$ cat src/design/ps2s1_pkg.sv
// Package for the scancode set 1 decoder: scan codes, key numbers, modifier
// masks, the event struct and the two ASCII tables.
// No dependencies.
package ps2s1_pkg;

  // raw byte and base codes (low seven bits)
  localparam logic [7:0] SC_PREFIX   = 8'hE0;
  localparam logic [6:0] BC_CTRL     = 7'h1D;
  localparam logic [6:0] BC_ALT      = 7'h38;
  localparam logic [6:0] BC_META_L   = 7'h5B;
  localparam logic [6:0] BC_META_R   = 7'h5C;
  localparam logic [6:0] BC_SHIFT_L  = 7'h2A;
  localparam logic [6:0] BC_SHIFT_R  = 7'h36;
  localparam logic [6:0] BC_F1       = 7'h3B;
  localparam logic [6:0] BC_F10      = 7'h44;
  localparam logic [6:0] BC_F11      = 7'h57;
  localparam logic [6:0] BC_F12      = 7'h58;
  localparam logic [6:0] BC_TAB_END  = 7'h40;

  localparam logic [6:0] BC_UP       = 7'h48;
  localparam logic [6:0] BC_DOWN     = 7'h50;
  localparam logic [6:0] BC_LEFT     = 7'h4B;
  localparam logic [6:0] BC_RIGHT    = 7'h4D;
  localparam logic [6:0] BC_HOME     = 7'h47;
  localparam logic [6:0] BC_END      = 7'h4F;
  localparam logic [6:0] BC_PGUP     = 7'h49;
  localparam logic [6:0] BC_PGDN     = 7'h51;
  localparam logic [6:0] BC_INSERT   = 7'h52;
  localparam logic [6:0] BC_DELETE   = 7'h53;

  // key numbers
  localparam logic [4:0] KID_SHIFT  = 5'd0;
  localparam logic [4:0] KID_CTRL   = 5'd1;
  localparam logic [4:0] KID_ALT    = 5'd2;
  localparam logic [4:0] KID_META   = 5'd3;
  localparam logic [4:0] KID_UP     = 5'd4;
  localparam logic [4:0] KID_DOWN   = 5'd5;
  localparam logic [4:0] KID_LEFT   = 5'd6;
  localparam logic [4:0] KID_RIGHT  = 5'd7;
  localparam logic [4:0] KID_HOME   = 5'd8;
  localparam logic [4:0] KID_END    = 5'd9;
  localparam logic [4:0] KID_PGUP   = 5'd10;
  localparam logic [4:0] KID_PGDN   = 5'd11;
  localparam logic [4:0] KID_INSERT = 5'd12;
  localparam logic [4:0] KID_DELETE = 5'd13;
  localparam logic [4:0] KID_F1     = 5'd14;
  localparam logic [4:0] KID_F11    = 5'd24;
  localparam logic [4:0] KID_F12    = 5'd25;

  // modifier mask bits
  localparam logic [7:0] M_SHIFT   = 8'h01;
  localparam logic [7:0] M_SHIFT_R = 8'h02;
  localparam logic [7:0] M_CTRL    = 8'h04;
  localparam logic [7:0] M_CTRL_R  = 8'h08;
  localparam logic [7:0] M_ALT     = 8'h10;
  localparam logic [7:0] M_ALT_R   = 8'h20;
  localparam logic [7:0] M_META    = 8'h40;
  localparam logic [7:0] M_META_R  = 8'h80;
  localparam logic [7:0] M_NO_TEXT = M_CTRL | M_ALT | M_META;

  // output tdata layout
  localparam int TD_KEY_LO  = 0;
  localparam int TD_CHAR_LO = 5;
  localparam int TD_PRESSED = 12;
  localparam int TD_MASK_LO = 13;
  localparam int TD_TEXT    = 21;

  typedef struct packed {
    logic       named;
    logic [4:0] key_id;
    logic [6:0] char_code;
    logic       pressed;
    logic [7:0] mask;
    logic       text;
  } evt_t;

  localparam logic [6:0] TAB_PLAIN [64] = '{
    7'd0,   7'd27,  7'd49,  7'd50,  7'd51,  7'd52,  7'd53,  7'd54,
    7'd55,  7'd56,  7'd57,  7'd48,  7'd45,  7'd61,  7'd8,   7'd9,
    7'd113, 7'd119, 7'd101, 7'd114, 7'd116, 7'd121, 7'd117, 7'd105,
    7'd111, 7'd112, 7'd91,  7'd93,  7'd10,  7'd0,   7'd97,  7'd115,
    7'd100, 7'd102, 7'd103, 7'd104, 7'd106, 7'd107, 7'd108, 7'd59,
    7'd39,  7'd96,  7'd0,   7'd92,  7'd122, 7'd120, 7'd99,  7'd118,
    7'd98,  7'd110, 7'd109, 7'd44,  7'd46,  7'd47,  7'd0,   7'd42,
    7'd0,   7'd32,  7'd0,   7'd0,   7'd0,   7'd0,   7'd0,   7'd0
  };

  localparam logic [6:0] TAB_SHIFT [64] = '{
    7'd0,   7'd27,  7'd33,  7'd64,  7'd35,  7'd36,  7'd37,  7'd94,
    7'd38,  7'd42,  7'd40,  7'd41,  7'd95,  7'd43,  7'd8,   7'd9,
    7'd81,  7'd87,  7'd69,  7'd82,  7'd84,  7'd89,  7'd85,  7'd73,
    7'd79,  7'd80,  7'd123, 7'd125, 7'd10,  7'd0,   7'd65,  7'd83,
    7'd68,  7'd70,  7'd71,  7'd72,  7'd74,  7'd75,  7'd76,  7'd58,
    7'd34,  7'd126, 7'd0,   7'd124, 7'd90,  7'd88,  7'd67,  7'd86,
    7'd66,  7'd78,  7'd77,  7'd60,  7'd62,  7'd63,  7'd0,   7'd42,
    7'd0,   7'd32,  7'd0,   7'd0,   7'd0,   7'd0,   7'd0,   7'd0
  };

  // {hit, key number} for an extended navigation code
  function automatic logic [5:0] nav_lookup(logic [6:0] base);
    logic [5:0] r;
    unique case (base)
      BC_UP:     r = {1'b1, KID_UP};
      BC_DOWN:   r = {1'b1, KID_DOWN};
      BC_LEFT:   r = {1'b1, KID_LEFT};
      BC_RIGHT:  r = {1'b1, KID_RIGHT};
      BC_HOME:   r = {1'b1, KID_HOME};
      BC_END:    r = {1'b1, KID_END};
      BC_PGUP:   r = {1'b1, KID_PGUP};
      BC_PGDN:   r = {1'b1, KID_PGDN};
      BC_INSERT: r = {1'b1, KID_INSERT};
      BC_DELETE: r = {1'b1, KID_DELETE};
      default:   r = {1'b0, KID_SHIFT};
    endcase
    return r;
  endfunction

endpackage

$ cat src/design/ps2_scancode_set1_decoder_unit.sv
// Top level of the PS/2 scancode set 1 decoder: input register, prefix and
// modifier state, decode and result register. Depends on ps2s1_pkg,
// ps2s1_decode and ps2s1_out_stage.
//
// Takes one raw set 1 byte per request and gives at most one key event. The
// throughput is one byte per clock while the input side is not stalled, set by
// the combinational table decode between the input register and the result
// register. Backpressure on the result side stalls the input side only once
// both registers are full. The 0xE0 prefix, unknown extended codes and
// unmapped codes give no result. The modifier mask in each event is the mask
// after that event.
module ps2_scancode_set1_decoder_unit (
  input  logic        clk,
  input  logic        rst_n,
  input  logic        in_tvalid,
  output logic        in_tready,
  input  logic [7:0]  in_tdata,   // [7:0] scan_byte
  output logic        out_tvalid,
  input  logic        out_tready,
  output logic [23:0] out_tdata,  // [4:0] key_id, [11:5] char_code, [12] pressed,
                                  // [20:13] modifier_mask, [21] goes_to_text, zero pad
  output logic        out_tuser   // [0] is_named_key
);
  import ps2s1_pkg::*;

  logic       in_vld_r;
  logic [7:0] in_byte_r;
  logic       prefix_r;
  logic [7:0] mods_r;
  logic       prefix_nxt;
  logic [7:0] mods_nxt;
  logic       evt_vld;
  evt_t       evt;
  evt_t       evt_q;
  logic       space;
  logic       advance;

  assign advance   = in_vld_r & space;
  assign in_tready = ~in_vld_r | space;

  always_ff @(posedge clk) begin
    if (!rst_n) begin
      in_vld_r <= 1'b0;
      prefix_r <= 1'b0;
      mods_r   <= '0;
    end else begin
      if (in_tready) begin
        in_vld_r <= in_tvalid;
      end
      if (advance) begin
        prefix_r <= prefix_nxt;
        mods_r   <= mods_nxt;
      end
    end
  end

  always_ff @(posedge clk) begin
    if (in_tvalid && in_tready) begin
      in_byte_r <= in_tdata;
    end
  end

  ps2s1_decode u_decode (
    .scan_byte  (in_byte_r),
    .prefix     (prefix_r),
    .mods       (mods_r),
    .prefix_nxt (prefix_nxt),
    .mods_nxt   (mods_nxt),
    .evt_vld    (evt_vld),
    .evt        (evt)
  );

  ps2s1_out_stage u_out (
    .clk        (clk),
    .rst_n      (rst_n),
    .load       (advance & evt_vld),
    .evt        (evt),
    .space      (space),
    .out_tvalid (out_tvalid),
    .out_tready (out_tready),
    .evt_q      (evt_q)
  );

  always_comb begin
    out_tdata                          = '0;
    out_tdata[TD_KEY_LO +: 5]          = evt_q.key_id;
    out_tdata[TD_CHAR_LO +: 7]         = evt_q.char_code;
    out_tdata[TD_PRESSED]              = evt_q.pressed;
    out_tdata[TD_MASK_LO +: 8]         = evt_q.mask;
    out_tdata[TD_TEXT]                 = evt_q.text;
  end

  assign out_tuser = evt_q.named;

endmodule

$ cat src/design/ps2s1_decode.sv
// Single-pass decode of one scancode byte against the prefix flag and the
// modifier mask. Depends on ps2s1_pkg.
module ps2s1_decode (
  input  logic             [7:0] scan_byte,
  input  logic                   prefix,
  input  logic             [7:0] mods,
  output logic                   prefix_nxt,
  output logic             [7:0] mods_nxt,
  output logic                   evt_vld,
  output ps2s1_pkg::evt_t        evt
);
  import ps2s1_pkg::*;

  logic [6:0] base;
  logic       down;
  logic       mod_hit;
  logic [7:0] mod_sel;
  logic [5:0] nav;
  logic [6:0] ch;

  assign base = scan_byte[6:0];
  assign down = ~scan_byte[7];
  assign nav  = nav_lookup(base);
  assign ch   = mods[0] ? TAB_SHIFT[base[5:0]] : TAB_PLAIN[base[5:0]];

  always_comb begin
    prefix_nxt    = 1'b0;
    mod_hit       = 1'b0;
    mod_sel       = '0;
    evt_vld       = 1'b0;
    evt           = '0;
    evt.pressed   = down;
    evt.named     = 1'b1;
    if (scan_byte == SC_PREFIX) begin
      // a repeated prefix just stays pending
      prefix_nxt = 1'b1;
    end else if (prefix) begin
      unique case (base)
        BC_CTRL: begin
          mod_hit = 1'b1; mod_sel = M_CTRL_R | M_CTRL; evt.key_id = KID_CTRL;
        end
        BC_ALT: begin
          mod_hit = 1'b1; mod_sel = M_ALT_R | M_ALT; evt.key_id = KID_ALT;
        end
        BC_META_L: begin
          mod_hit = 1'b1; mod_sel = M_META; evt.key_id = KID_META;
        end
        BC_META_R: begin
          mod_hit = 1'b1; mod_sel = M_META_R | M_META; evt.key_id = KID_META;
        end
        default: begin
          evt_vld    = nav[5];
          evt.key_id = nav[4:0];
        end
      endcase
    end else begin
      priority if (base == BC_SHIFT_L) begin
        mod_hit = 1'b1; mod_sel = M_SHIFT; evt.key_id = KID_SHIFT;
      end else if (base == BC_SHIFT_R) begin
        mod_hit = 1'b1; mod_sel = M_SHIFT_R | M_SHIFT; evt.key_id = KID_SHIFT;
      end else if (base == BC_CTRL) begin
        mod_hit = 1'b1; mod_sel = M_CTRL; evt.key_id = KID_CTRL;
      end else if (base == BC_ALT) begin
        mod_hit = 1'b1; mod_sel = M_ALT; evt.key_id = KID_ALT;
      end else if (base >= BC_F1 && base <= BC_F10) begin
        evt_vld    = 1'b1;
        evt.key_id = KID_F1 + 5'(base - BC_F1);
      end else if (base == BC_F11) begin
        evt_vld    = 1'b1;
        evt.key_id = KID_F11;
      end else if (base == BC_F12) begin
        evt_vld    = 1'b1;
        evt.key_id = KID_F12;
      end else if (base >= BC_TAB_END) begin
        evt_vld = 1'b0;
      end else begin
        // printable; modifiers are untouched on this path
        evt_vld       = (ch != 7'd0);
        evt.named     = 1'b0;
        evt.char_code = ch;
        evt.text      = down && ((mods & M_NO_TEXT) == 8'h00);
      end
    end
    if (mod_hit) begin
      evt_vld = 1'b1;
    end
    mods_nxt = mods;
    if (mod_hit) begin
      mods_nxt = down ? (mods | mod_sel) : (mods & ~mod_sel);
    end
    evt.mask = mods_nxt;
  end

endmodule

$ cat src/design/ps2s1_out_stage.sv
// Result register of the decoder: holds one key event until the downstream side
// takes it. Depends on ps2s1_pkg.
module ps2s1_out_stage (
  input  logic                   clk,
  input  logic                   rst_n,
  input  logic                   load,
  input  ps2s1_pkg::evt_t        evt,
  output logic                   space,
  output logic                   out_tvalid,
  input  logic                   out_tready,
  output ps2s1_pkg::evt_t        evt_q
);
  import ps2s1_pkg::*;

  logic  vld_r;
  logic  vld_nxt;
  evt_t  evt_r;

  assign space      = ~vld_r | out_tready;
  assign out_tvalid = vld_r;
  assign evt_q      = evt_r;

  always_comb begin
    vld_nxt = vld_r;
    if (load) begin
      vld_nxt = 1'b1;
    end else if (out_tready) begin
      vld_nxt = 1'b0;
    end
  end

  always_ff @(posedge clk) begin
    if (!rst_n) begin
      vld_r <= 1'b0;
    end else begin
      vld_r <= vld_nxt;
    end
  end

  always_ff @(posedge clk) begin
    if (load) begin
      evt_r <= evt;
    end
  end

endmodule

$ cat config.mk
export PLATFORM = sky130hd
export DESIGN_NAME = ps2_scancode_set1_decoder_unit
export DESIGN_NICKNAME = d
export VERILOG_FILES = /design/src/design/ps2s1_pkg.sv /design/src/design/ps2_scancode_set1_decoder_unit.sv /design/src/design/ps2s1_decode.sv /design/src/design/ps2s1_out_stage.sv
export SDC_FILE = /design/constraint.sdc
export NUM_CORES = 1
export LEC_CHECK = 0
export ABC_AREA = 0
export BUFFER_PORTS_ARGS = -buffer_cell sky130_fd_sc_hd__buf_2
export CELL_PAD_IN_SITES_DETAIL_PLACEMENT = 1
export CELL_PAD_IN_SITES_GLOBAL_PLACEMENT = 1
export CORE_MARGIN = 3
export CORE_UTILIZATION = 45
export CTS_CLUSTER_SIZE = 24
export DETAILED_ROUTE_END_ITERATION = 16
export MAX_ROUTING_LAYER = met4
export PLACE_DENSITY_LB_ADDON = 0.1
export SYNTH_ARGS = -nofsm -noshare
export SYNTH_HDL_FRONTEND = slang
export SYNTH_SLANG_ARGS = --single-unit
$ cat constraint.sdc
create_clock -name clk -period 5.9 [get_ports clk]
set_input_delay 1.18 -clock clk [delete_from_list [all_inputs] [get_ports clk]]
set_output_delay 1.18 -clock clk [all_outputs]
set_load 0.1 [all_outputs]
# Word level (Yosys, flattened, before mapping)
# Memories as Yosys holds them, arrays and structs flattened.
# Index checks and enable logic that the tools add are counted.
[op_classes]
add_sub_neg = 2
order_cmp = 4
eq_ne = 19
muxes = 47
n_bitwise = 11
n_reduce_logical = 10
[op_table]
columns = ["cell", "n"]
rows = [
  ["equality test 7 bit, second input constant", 14],
  ["one-hot mux 6 bit (10 select lines)", 1],
  ["two-way mux 8 bit", 7],
  ["two-way mux 5 bit", 9],
  ["two-way mux 7 bit", 5],
  ["one-hot mux 8 bit (4 select lines)", 1],
  ["two-way mux 1 bit", 23],
  ["equality test 7 x 6 -> 1 bit, second input constant", 3],
  ["one-hot mux 5 bit (3 select lines)", 1],
  [">= comparator 7 bit, second input constant", 2],
  ["OR reduction 10 bit", 1],
  ["OR reduction 9 bit", 1],
  ["bitwise AND 8 bit", 1],
  ["equality test 8 bit, second input constant", 1],
  ["zero test 8 bit", 1],
  ["NOT 8 bit", 1],
  ["OR 8 bit", 1],
  ["equality test 7 x 5 -> 1 bit, second input constant", 1],
  [">= comparator 7 x 6 -> 1 bit, second input constant", 1],
  ["less-or-equal comparator 7 bit, second input constant", 1],
  ["NOT 6 -> 7 bit", 1],
  ["nonzero test 7 bit", 1],
  ["adder 4 x 5 -> 5 bit, first input constant", 1],
  ["subtractor 5 bit, second input constant", 1],
  ["7 further kinds", 13],
]
[word_totals]
regBits = 42
romBits = 896
inputBits = 12
output_inout_bits = 27
elab_cells = 106
memories = 2
[mem_list]
columns = ["name", "depth", "word_bits", "rd", "rd_clocked_by_memory_dff", "write_ports", "line", "rtl"]
rows = [
  ["(name not given)", 64, 7, 1, 0, 0, "ps2s1_decode.sv:24", "assign ch = mods[0] ? TAB_SHIFT[base[5:0]] : TAB_PLAIN[base[5:0]];"],
  ["(name not given)", 64, 7, 1, 0, 0, "ps2s1_decode.sv:24", ""],
]

# Logic depth before layout (Yosys ltp)
# Gate-level depths: netlist of the first run.
[logic_depth]
ltp_word = 19
mapped_depth = 12
depth_no_buf = 11

# By module
# From an unflattened synthesis of the first run, not the netlist that was laid out.
[hier_totals]
cells_unflattened = 382
hier_area_um2 = 3413.3
[by_module_without_submodules]
columns = ["mod", "instances", "cells_per_inst", "area_each_um2", "seq_area_each_um2"]
rows = [
  ["ps2s1_decode", 1, 296, 1959.4, 0.0],
  ["ps2s1_out_stage", 1, 27, 739.5, 710.7],
  ["ps2_scancode_set1_decoder_unit", 1, 59, 714.4, 440.4],
]

# Worst setup path after synthesis of the first run
# Ideal clock, no wire load.
[synth_timing]
path_type = "flip-flop to flip-flop"
from = "register in_byte_r[1]"
to = "register u_out.evt_r, in the netlist u_out.evt_q[0], enable pin"
setup_time_ns = 0.432
t_arrival_ns = 3.868
required_ns = 5.468
slack_ns = 1.600
path_stages_with_launch = 10
n_path_buf = 1
period_less_slack_ns = 4.300
path_cell_list = "edfxtp_1 -> clkbuf_1 -> inv_1 -> ha_1 -> mux4_2 -> a22oi_1 -> nor2_1 -> o32ai_1 -> nor4_1 -> nor3_1"
[synth_via]
elab_chain_cells = 18
elab_cells_between_ends = 54
classes_between = "order compare: 3; eq/ne: 19; mux: 25; bitwise: 2; reduce/logical: 3; memory: 2"
[synth_lines]
columns = ["item", "line", "rtl"]
rows = [
  ["from (decl)", "ps2_scancode_set1_decoder_unit.sv:27", "logic [7:0] in_byte_r;"],
  ["from (signal assigned)", "ps2_scancode_set1_decoder_unit.sv:59", "in_byte_r <= in_tdata;"],
  ["NOT 6 -> 7 bit (not written as such)", "ps2s1_decode.sv:24", ""],
  ["memory read (64 x 7 bit)", "n/a", ""],
  ["two-way mux 7 bit (not written as such) (2 in series)", "ps2s1_decode.sv:24", ""],
  ["two-way mux 7 bit", "ps2s1_decode.sv:24", ""],
  ["nonzero test 7 bit", "ps2s1_decode.sv:78", "evt_vld = (ch != 7'd0);"],
  ["two-way mux 1 bit", "ps2s1_decode.sv:74", "end else if (base >= BC_TAB_END) begin"],
  ["two-way mux 1 bit", "ps2s1_decode.sv:71", "end else if (base == BC_F12) begin"],
  ["two-way mux 1 bit", "ps2s1_decode.sv:68", "end else if (base == BC_F11) begin"],
  ["[... 2 more ...]", "n/a", ""],
  ["two-way mux 1 bit", "ps2s1_decode.sv:61", "end else if (base == BC_CTRL) begin"],
  ["two-way mux 1 bit", "ps2s1_decode.sv:59", "end else if (base == BC_SHIFT_R) begin"],
  ["two-way mux 1 bit", "ps2s1_decode.sv:57", "priority if (base == BC_SHIFT_L) begin"],
  ["two-way mux 1 bit", "ps2s1_decode.sv:37", "end else if (prefix) begin"],
  ["two-way mux 1 bit", "ps2s1_decode.sv:34", "if (scan_byte == SC_PREFIX) begin"],
  ["two-way mux 1 bit (*)", "ps2s1_decode.sv:84", "if (mod_hit) begin"],
  ["bitwise AND 1 bit (*)", "ps2_scancode_set1_decoder_unit.sv:76", ".load (advance & evt_vld),"],
  ["net u_out.load", "ps2s1_out_stage.sv:6", "input logic load,"],
  ["to (signal assigned)", "ps2s1_out_stage.sv:42", "evt_r <= evt;"],
  ["to (decl)", "ps2s1_out_stage.sv:17", "evt_t evt_r;"],
]
# Mark *: on every way through the listed nets, which the timed path passes. The rest lies on a longest branch. The select of a mux whose other input is x is not followed.
# A chain may end at the register's enable or synchronous reset.

# Worst setup path in the final report of the first run
[layout_timing]
from = "register in_byte_r[0]"
to = "register u_out.evt_r, in the netlist u_out.evt_q[3], enable pin"
# The elaborated chain is that of the path after synthesis.

==> results of run 1 <==
power groups by stage:
stage	logic (mW)	clock network, mW	registers, mW
6_report	0.175	0.193	0.341
3_5_place_dp	0.172	0	0.348
4_1_cts	0.173	0.196	0.341
2_1_floorplan	0.108	0	0.372
5_1_grt	0.188	0.211	0.343
3_3_place_gp	0.170	0	0.348
final timing paths:
kind           startpoint        endpoint  slack [ns]  depth (start not counted)
max reg2reg  in_byte_r[0]  u_out.evt_q[3]        1.78                         10
min             mods_r[6]       mods_r[6]        0.49                          2
min reg2reg     mods_r[6]       mods_r[6]        0.49                          2
max          in_byte_r[0]  u_out.evt_q[3]        1.78                         10
flip-flops by register name, indices dropped and copies added, names as in the netlist:
register	cells
in_vld_r	1
u_out.evt_q	23
u_out.out_tvalid	1
in_byte_r	8
prefix_r	1
mods_r	8
metrics by stage:
step	power (mW)	hold slack [ns]	utilization, %	cells
finish	0.709	0.488	51.3	483
global route	0.743	0.530	51.3	483
CTS	0.710	0.486	51.3	483
detailed placement	0.520	0.474	50.0	475
global placement	0.518	0.475	50.0	475
floorplan	0.480	0.452	-	367
routing by layer:
layer  part of all wire [%]  wire length (um)
met2                     47              4720
met1                     44              4370
met4                    2.8               282
met3                    6.5               657
met5                      0                 0
worst max-delay path, cell delays in order (launching register included):
cell and delay [ns]:
edfxtp_1 0.77, inv_1 0.24, ha_1 0.36, or2b_1 0.28, nor2_1 0.07, o31ai_1 0.31
a21oi_1 0.14, or4b_1 0.59, nor4_1 0.60, nor3_2 0.22, buf_4 0.27
layout by cell type, fill, tap and decap left out, types with 4 or more instances in the layout:
cell type / n
nor2_1: 27
a31oi_1: 7
mux2i_1: 11
nand3_1: 5
clkbuf_8: 5
and2_1: 6
nor2b_1: 18
buf_4: 6
nand2_1: 24
nor4_1: 5
buf_2: 36
mux2_2: 5
or3_1: 4
ha_1: 15
o211ai_1: 4
inv_1: 11
nand3b_1: 5
a21oi_1: 20
and3_1: 5
dfxtp_1: 11
o21ai_0: 29
o31ai_1: 6
o21a_1: 4
edfxtp_1: 31
nand2b_1: 8
nor3_1: 14
final cells by class:
cell class | count | area, um^2
fill | 864 | 3360
multi-input combinational | 282 | 1910
sequential | 42 | 1150
timing repair buffer | 42 | 225
tap | 96 | 120
clock buffer | 5 | 68.8
inverter | 13 | 48.8
clock inverter | 3 | 25.0
cells by family (layout without fill, tap and decap cells):
logic type | after synthesis | in the layout | share of synthesized area (%)
AO/OA/AOI/OAI | 109 | 109 | 22.8
AND/OR/NAND/NOR | 136 | 136 | 22.6
multiplexers | 18 | 18 | 6.49
adder cells (fa/ha/maj) | 15 | 15 | 5.76
buffers and inverters | 43 | 63 | 6.34
flip-flops | 42 | 42 | 35.4
other | 1 | 2 | 0.115
XOR/XNOR | 2 | 2 | 0.538
==> impl_metrics.ini, run 1 <==
[power]
p_leak_nw = 1.39
p_int_uw = 463
p_seq_share_pct = 48.2
power_switching_uw = 246
combPwrFrac_pct = 24.6
power.density_mw_per_mm2 = 200
clock_power_share_pct = 27.2
swShare_pct = 34.6
irDropWorstVdd_uv = 177

[global_route]
grt_pass1_vias = 3030
gr-usage-met3_pct = 3.81
grtUsageMet1_pct = 34.7
use_met2_pct = 40.0
grt_max_degree = 42
antenna_found_initial = 0
grt_first_pass_wirelength_um = 16600
grt_busiest_layer = met2
overflow = 0
grt_usage_pct = 25.7

[placement]
dp_worst_setup_slack_ns = 1.84
dpl_cell_area_mm2 = 0.00345
gp_congestion = 0.942
place_hpwl_um = 7450
io_buffers = 36

[cts]
hold_buffers = 0
numCtsBuffers = 5
h-tree-depth = 2
clk_latency_ns = 0.30
post_cts_buffers = 0
root_buffer = clkbuf_8
clock_sinks = 42
cts_tree = built
clk_transition_reported_paths_ns = 0.09
cts_resized = 0
clockBufferDepth = 2

[yosys]
ys_warn_count = 0
synth-edff-count = 31
synth_async_sr_flop_share_pct = 0
synth_area_leader_cell = edfxtp_1
ys_seq_area_share_pct = 35.4
yosys-top-cells-area = edfxtp_1 29%, dfxtp_1 6.8%, ha_1 5.8%
synthTopCellsByCount = 31 x edfxtp_1, 29 x o21ai_0, 27 x nor2_1, 24 x nand2_1, 20 x a21oi_1
synth_flop_cell = edfxtp_1
syn_area_mm2 = 0.00326
synth_top_area_share_pct = 28.6
synth_cells = 366
synth_cell_types = 68
syn_avg_cell_area_um2 = 8.90
ys_ff_latch = 42
synth_most_common_cell = edfxtp_1

[layout]
area_growth_pct = 8.92
fin_nets = 413
final_layout_size_suffix_gt1_share_pct = 17.3
diodes = 0
design_area_mm2 = 0.00355

[floorplanning]
start_util_pct = 47.1
coreArea_mm2 = 0.00691
die_w_um = 91.1
die_area_mm2 = 0.00829
io_pins = 39
die_h_um = 91.1
num_rows = 30

[detailed_routing]
via_per_inst = 6.33
wl_um = 10000
wl_per_cell_um = 20.8
drc = 0
dr.pass1.iters = 5
antenna_left = 0
drtIter0Drc = 281
vias = 3059

[setup_path]
crit_fanout = 19
cp.required_ns = 5.95
crit_path_end_kind = flip-flop
crit_type = flip-flop to flip-flop
arrival_ns = 4.16
crit_path_start_kind = flip-flop

[timing]
layout_min_cycle_time_ns = 4.12
timing.fmax_mhz = 243
setup_violations = 0
tightest_slew_ns = 1.02
slew-limit-headroom_pct = 32.1
post-route-period-util_pct = 69.7
skew_ns = 0.00774
hold_viol_final = 0
rsz0062_at_grt = no
setup_ws_ns = 1.78
report.final.slew_viol_count = 0
setup_tns_ns = 0

[min_path]
hold_class = flip-flop to flip-flop

[run]
drv_cap = 0

[status]
outcome = finished, final reports clean
Note: power is estimated with default switching activity, not from simulation.
==> inputs of run 2 (changes only) <==
- ABC_AREA: 0 -> 1
- CORE_UTILIZATION: 45 -> 38
- clock period: 5.9 -> 3.69 ns (I/O delays scaled with it)
==> impl_metrics.ini, run 2 <==
[yosys]
ys_seq_area_share_pct = 36.6
synth_flop_cell = edfxtp_1
synth_top_area_share_pct = 29.6
synth_cells = 462
syn_area_mm2 = 0.00315
ys_ff_latch = 42
synthTopCellsByCount = 137 x nand2_1, 61 x nor2_1, 44 x inv_1, 34 x o21ai_0
ys_warn_count = 0
synth_async_sr_flop_share_pct = 0
synth_cell_types = 34
yosys-top-cells-area = edfxtp_1 30%, nand2_1 16%, nor2_1 7.3%
synth-edff-count = 31
synth_area_leader_cell = edfxtp_1
syn_avg_cell_area_um2 = 6.81
synth_most_common_cell = nand2_1

[global_route]
grt_usage_pct = 22.7
overflow = 0
grt_first_pass_wirelength_um = 16900
grt_pass1_vias = 3207
antenna_found_initial = 0
grt_max_degree = 32

[setup_path]
crit_path_end_kind = flip-flop
cp.required_ns = 3.67
endpoint = u_out.evt_q[13]
rr_startpoint = in_byte_r[1]
reg2reg_slack_ns = 0.52
worst-r2r-cell-count = 13
crit_fanout = 21
r2r_end = u_out.evt_q[13]
crit_type = flip-flop to flip-flop
crit_path_start_kind = flip-flop
crit_path_start = in_byte_r[1]
arrival_ns = 3.15

[timing]
layout_min_cycle_time_ns = 3.17
setup_tns_ns = 0
timing.fmax_mhz = 315
rsz0062_at_grt = no
skew_ns = 0.0112
slew-limit-headroom_pct = 44.2
hold_viol_final = 0
report.final.slew_viol_count = 0
setup_violations = 0
post-route-period-util_pct = 86.0
tightest_slew_ns = 0.837

[layout]
diodes = 0
largest_reg_flops = 23
area_growth_pct = 9.98
fin_nets = 520
layout_commonest_cell = nand2_1
design_area_mm2 = 0.00346
final_layout_size_suffix_gt1_share_pct = 12.8
final_cell_mix = 137 x nand2_1, 61 x nor2_1, 44 x inv_1

[floorplanning]
coreArea_mm2 = 0.00789
num_rows = 32
die_area_mm2 = 0.00941
io_pins = 39
start_util_pct = 39.9
die_h_um = 97.0
die_w_um = 97.0

[placement]
io_buffers = 36
place_hpwl_um = 7840
dpl_cell_area_mm2 = 0.00338
gp_congestion = 0.925

[detailed_routing]
vias = 3224
dr.pass1.iters = 5
via_per_inst = 5.41
drtIter0Drc = 212
wl_um = 10200
wl_per_cell_um = 17.1
antenna_left = 0
drc = 0

[cts]
cts_resized = 0
hold_buffers = 0
clk_transition_reported_paths_ns = 0.08
cts_tree = built
post_cts_buffers = 0
clockBufferDepth = 2
root_buffer = clkbuf_8
h-tree-depth = 2
numCtsBuffers = 5
clk_latency_ns = 0.30
clock_sinks = 42

[status]
outcome = finished, final reports clean

[power]
power.density_mw_per_mm2 = 349
p_leak_nw = 1.62
irDropWorstVdd_uv = 174

[run]
drv_cap = 0

[min_path]
hold_class = flip-flop to flip-flop
[run 2: changes by cell type after synthesis, moves of 8 or more]
cell      delta
nand2_1    +113
nor2_1      +34
inv_1       +33
nand3_1     +26
nor2b_1     -18
mux2i_1     -11
a21oi_1      +9
clkbuf_1     -9
nand2b_1     -8
o21ai_1      +8
[run 2: layer usage]
metal | track usage (%) | up-vias | part of all wire, %
li1 | - | 1553 | -
met1 | 32.0 | 1567 | 49
met2 | 35.2 | 100 | 45
met3 | 3.60 | 4 | 5.6
met4 | 3.56 | 0 | 0.40
met5 | - | - | 0
[run 2: area by class of cell]
class	instances	area, um^2
timing repair buffer	41	218
inverter	49	184
fill	1066	4430
clock buffer	6	72.6
tap	102	128
multi-input combinational	354	1700
clock inverter	2	10.0
sequential	42	1150
[run 2: cell families after synthesis]
| logic type | synth area share (%) |
|---|---|
| adders and majority gates | 5.97 |
| buffers and inverters | 9.59 |
| DFF | 36.6 |
| and+or+nand+nor | 34.0 |
| AOI/OAI and AO/OA | 13.1 |
| other | 0.119 |
| xor gates and xnor gates | 0.557 |
[run 2: stage by stage]
| stage | hold slack [ns] | cells | util, % | power (mW) | setup slack [ns] |
|---|---|---|---|---|---|
| global placement | 0.515 | 588 | 42.8 | 0.923 | 0.533 |
| finish | 0.517 | 596 | 43.9 | 1.21 | 0.517 |
| detailed placement | 0.519 | 588 | 42.8 | 0.927 | 0.493 |
| floorplan | 0.533 | 463 | - | 0.845 | 0.949 |
| CTS | 0.531 | 596 | 43.9 | 1.21 | 0.478 |
| global route | 0.560 | 596 | 43.9 | 1.28 | 0.184 |
[run 2: report_power, final]
| group | internal (mW) | leakage (nW) | switching, mW | total (mW) |
|---|---|---|---|---|
| registers | 0.537 | 0.377 | 0.0275 | 0.565 |
| logic | 0.0812 | 1.20 | 0.274 | 0.355 |
| clock network | 0.131 | 0.0450 | 0.156 | 0.287 |
[run 2: worst min path at each step]
stage / start / endpoint / cells after the start
floorplan: mods_r[1] / u_out.evt_q[2] / 2
global placement: u_out.out_tvalid / u_out.out_tvalid / 2
detailed placement: u_out.out_tvalid / u_out.out_tvalid / 2
CTS: u_out.out_tvalid / u_out.out_tvalid / 2
global route: u_out.out_tvalid / u_out.out_tvalid / 2
finish: u_out.out_tvalid / u_out.out_tvalid / 2
[run 2: worst max-delay path, stage by stage, from the launching register on]
cell	delay (ns)
edfxtp_1	0.55
inv_1	0.32
ha_1	0.39
nand3_1	0.24
a21oi_1	0.36
nand2_1	0.17
nand2_1	0.10
nor2_1	0.04
o21ai_1	0.08
nor2_1	0.05
nand2_1	0.06
nand2_1	0.06
inv_1	0.12
buf_4	0.30
==> inputs of run 3 (changes only) <==
- BUFFER_PORTS_ARGS: -buffer_cell sky130_fd_sc_hd__buf_2 -> -buffer_cell sky130_fd_sc_hd__clkbuf_2
==> impl_metrics.ini, run 3 (synthesis gave the netlist of run 2 again) <==
[status]
outcome = finished, final reports clean

[timing]
tightest_slew_ns = 0.814
hold_slack_ns = 0.532
layout_min_cycle_time_ns = 3.22
post-route-period-util_pct = 87.3
skew_ns = 0.0110
slew-limit-headroom_pct = 45.7
report.final.slew_viol_count = 0
hold_viol_final = 0
rsz0062_at_grt = no
setup_violations = 0
timing.fmax_mhz = 310
setup_tns_ns = 0

[setup_path]
reg2reg_slack_ns = 0.47
slowest_delay_ns = 0.55
rr_startpoint = in_byte_r[1]
worst-r2r-cell-count = 15
r2r_end = u_out.evt_q[16]
crit_path_start_kind = flip-flop
arrival_ns = 3.20
crit_buf_inv = 3
cp_common_cell = nand2_1
cp.required_ns = 3.67
crit_path_end_kind = flip-flop
slowest_stage = edfxtp_1
crit_path_cell_trace = inv_1 -> ha_1 -> nor2_1 -> o21ai_1 -> nand2_1 -> nand2_1 -> nand2_1 -> a21oi_1 -> nor2_1 -> nand3_1 -> nand2_1 -> nand2_1 -> nand2_1 -> inv_1 -> buf_4
crit_type = flip-flop to flip-flop
cpLargestDelayFamily = simple AND/OR/NAND/NOR gates
crit_fanout = 21
crit_path_start = in_byte_r[1]

[global_route]
overflow = 0
grt_first_pass_wirelength_um = 16500
grt_usage_pct = 22.4
grt_pass1_vias = 3148
grt_max_degree = 32
antenna_found_initial = 0

[floorplanning]
start_util_pct = 39.9
die_w_um = 97.0
io_pins = 39
coreArea_mm2 = 0.00789
num_rows = 32
die_area_mm2 = 0.00941
die_h_um = 97.0

[power]
irDropWorstVdd_uv = 166
power_switching_uw = 460
combPwrFrac_pct = 28.9
power.density_mw_per_mm2 = 354
power.total_mw = 1.23
swShare_pct = 37.4
p_seq_share_pct = 46.0
p_leak_nw = 1.64
clock_power_share_pct = 25.1
p_int_uw = 769

[cts]
cts_tree = built
numCtsBuffers = 5
clock_sinks = 42
clockBufferDepth = 2
clk_transition_reported_paths_ns = 0.08
hold_buffers = 0
root_buffer = clkbuf_8
clk_latency_ns = 0.30
cts_resized = 0
post_cts_buffers = 0
h-tree-depth = 2

[min_path]
hold_class = flip-flop to flip-flop
hold_path_end = u_out.out_tvalid
hold_start = u_out.out_tvalid
holdPathStages = 2

[layout]
final_layout_size_suffix_gt1_share_pct = 12.8
area_growth_pct = 10.3
final_cell_mix = 137 x nand2_1, 61 x nor2_1, 44 x inv_1
fill_cells = 1062
largest_reg_flops = 23
multi_input_area_mm2 = 0.00170
fin_nets = 520
seq_area_mm2 = 0.00115
layout_commonest_cell = nand2_1
diodes = 0

[detailed_routing]
wl_um = 10100
drc = 0
vias = 3198
drtIter0Drc = 247
wl_per_cell_um = 17.0
dr.pass1.iters = 4
via_per_inst = 5.37
antenna_left = 0

[placement]
gp_congestion = 0.917
place_hpwl_um = 7800
io_buffers = 36

[run]
drv_cap = 0
run 3: worst min-delay path, stage by stage (launching register included):
cell     delay (ns)
dfxtp_1        0.34
nand2_1        0.09
a21oi_1        0.06
run 3: how the worst max path moves through the flow:
stage / end / slack, ns / cells past startpoint
6_report: u_out.evt_q[16] / 0.47 / 15
5_1_grt: u_out.evt_q[1] / 0.16 / 18
4_1_cts: u_out.evt_q[12] / 0.45 / 18
3_5_place_dp: u_out.evt_q[12] / 0.46 / 18
3_3_place_gp: u_out.evt_q[13] / 0.53 / 18
2_1_floorplan: in_byte_r[0] / 0.95 / 3
run 3: area by class of cell:
cell class,instances,area share [%]
clock buffers,7,2.49
inverters,49,5.30
multi-input cells,354,48.9
flip-flops and latches,42,33.2
repair buffers,41,6.28
clock inverters,1,0.144
well taps,102,3.68
run 3: metal layers:
metal / up-vias / wire (um) / global-route usage (%)
li1: 1565 / - / -
met1: 1538 / 4980 / 32.3
met2: 85 / 4510 / 33.9
met3: 10 / 521 / 3.03
met4: 0 / 100 / 4.00
met5: - / 0 / -
run 3: power groups by stage:
stage               sequential, mW  clock (mW)  combinational [mW]
CTS                          0.565       0.313               0.354
finish                       0.565       0.309               0.355
global route                 0.570       0.335               0.389
floorplan                    0.653           0               0.191
detailed placement           0.576           0               0.352
global placement             0.575           0               0.349
run 3: per-stage QoR:
stage,setup WS [ns],area (um^2),util [%],instances
global route,0.160,3470,44.0,596
finish,0.468,3470,44.0,596
global placement,0.529,3380,42.8,588
floorplan,0.949,3150,-,463
CTS,0.451,3470,44.0,596
detailed placement,0.462,3380,42.8,588
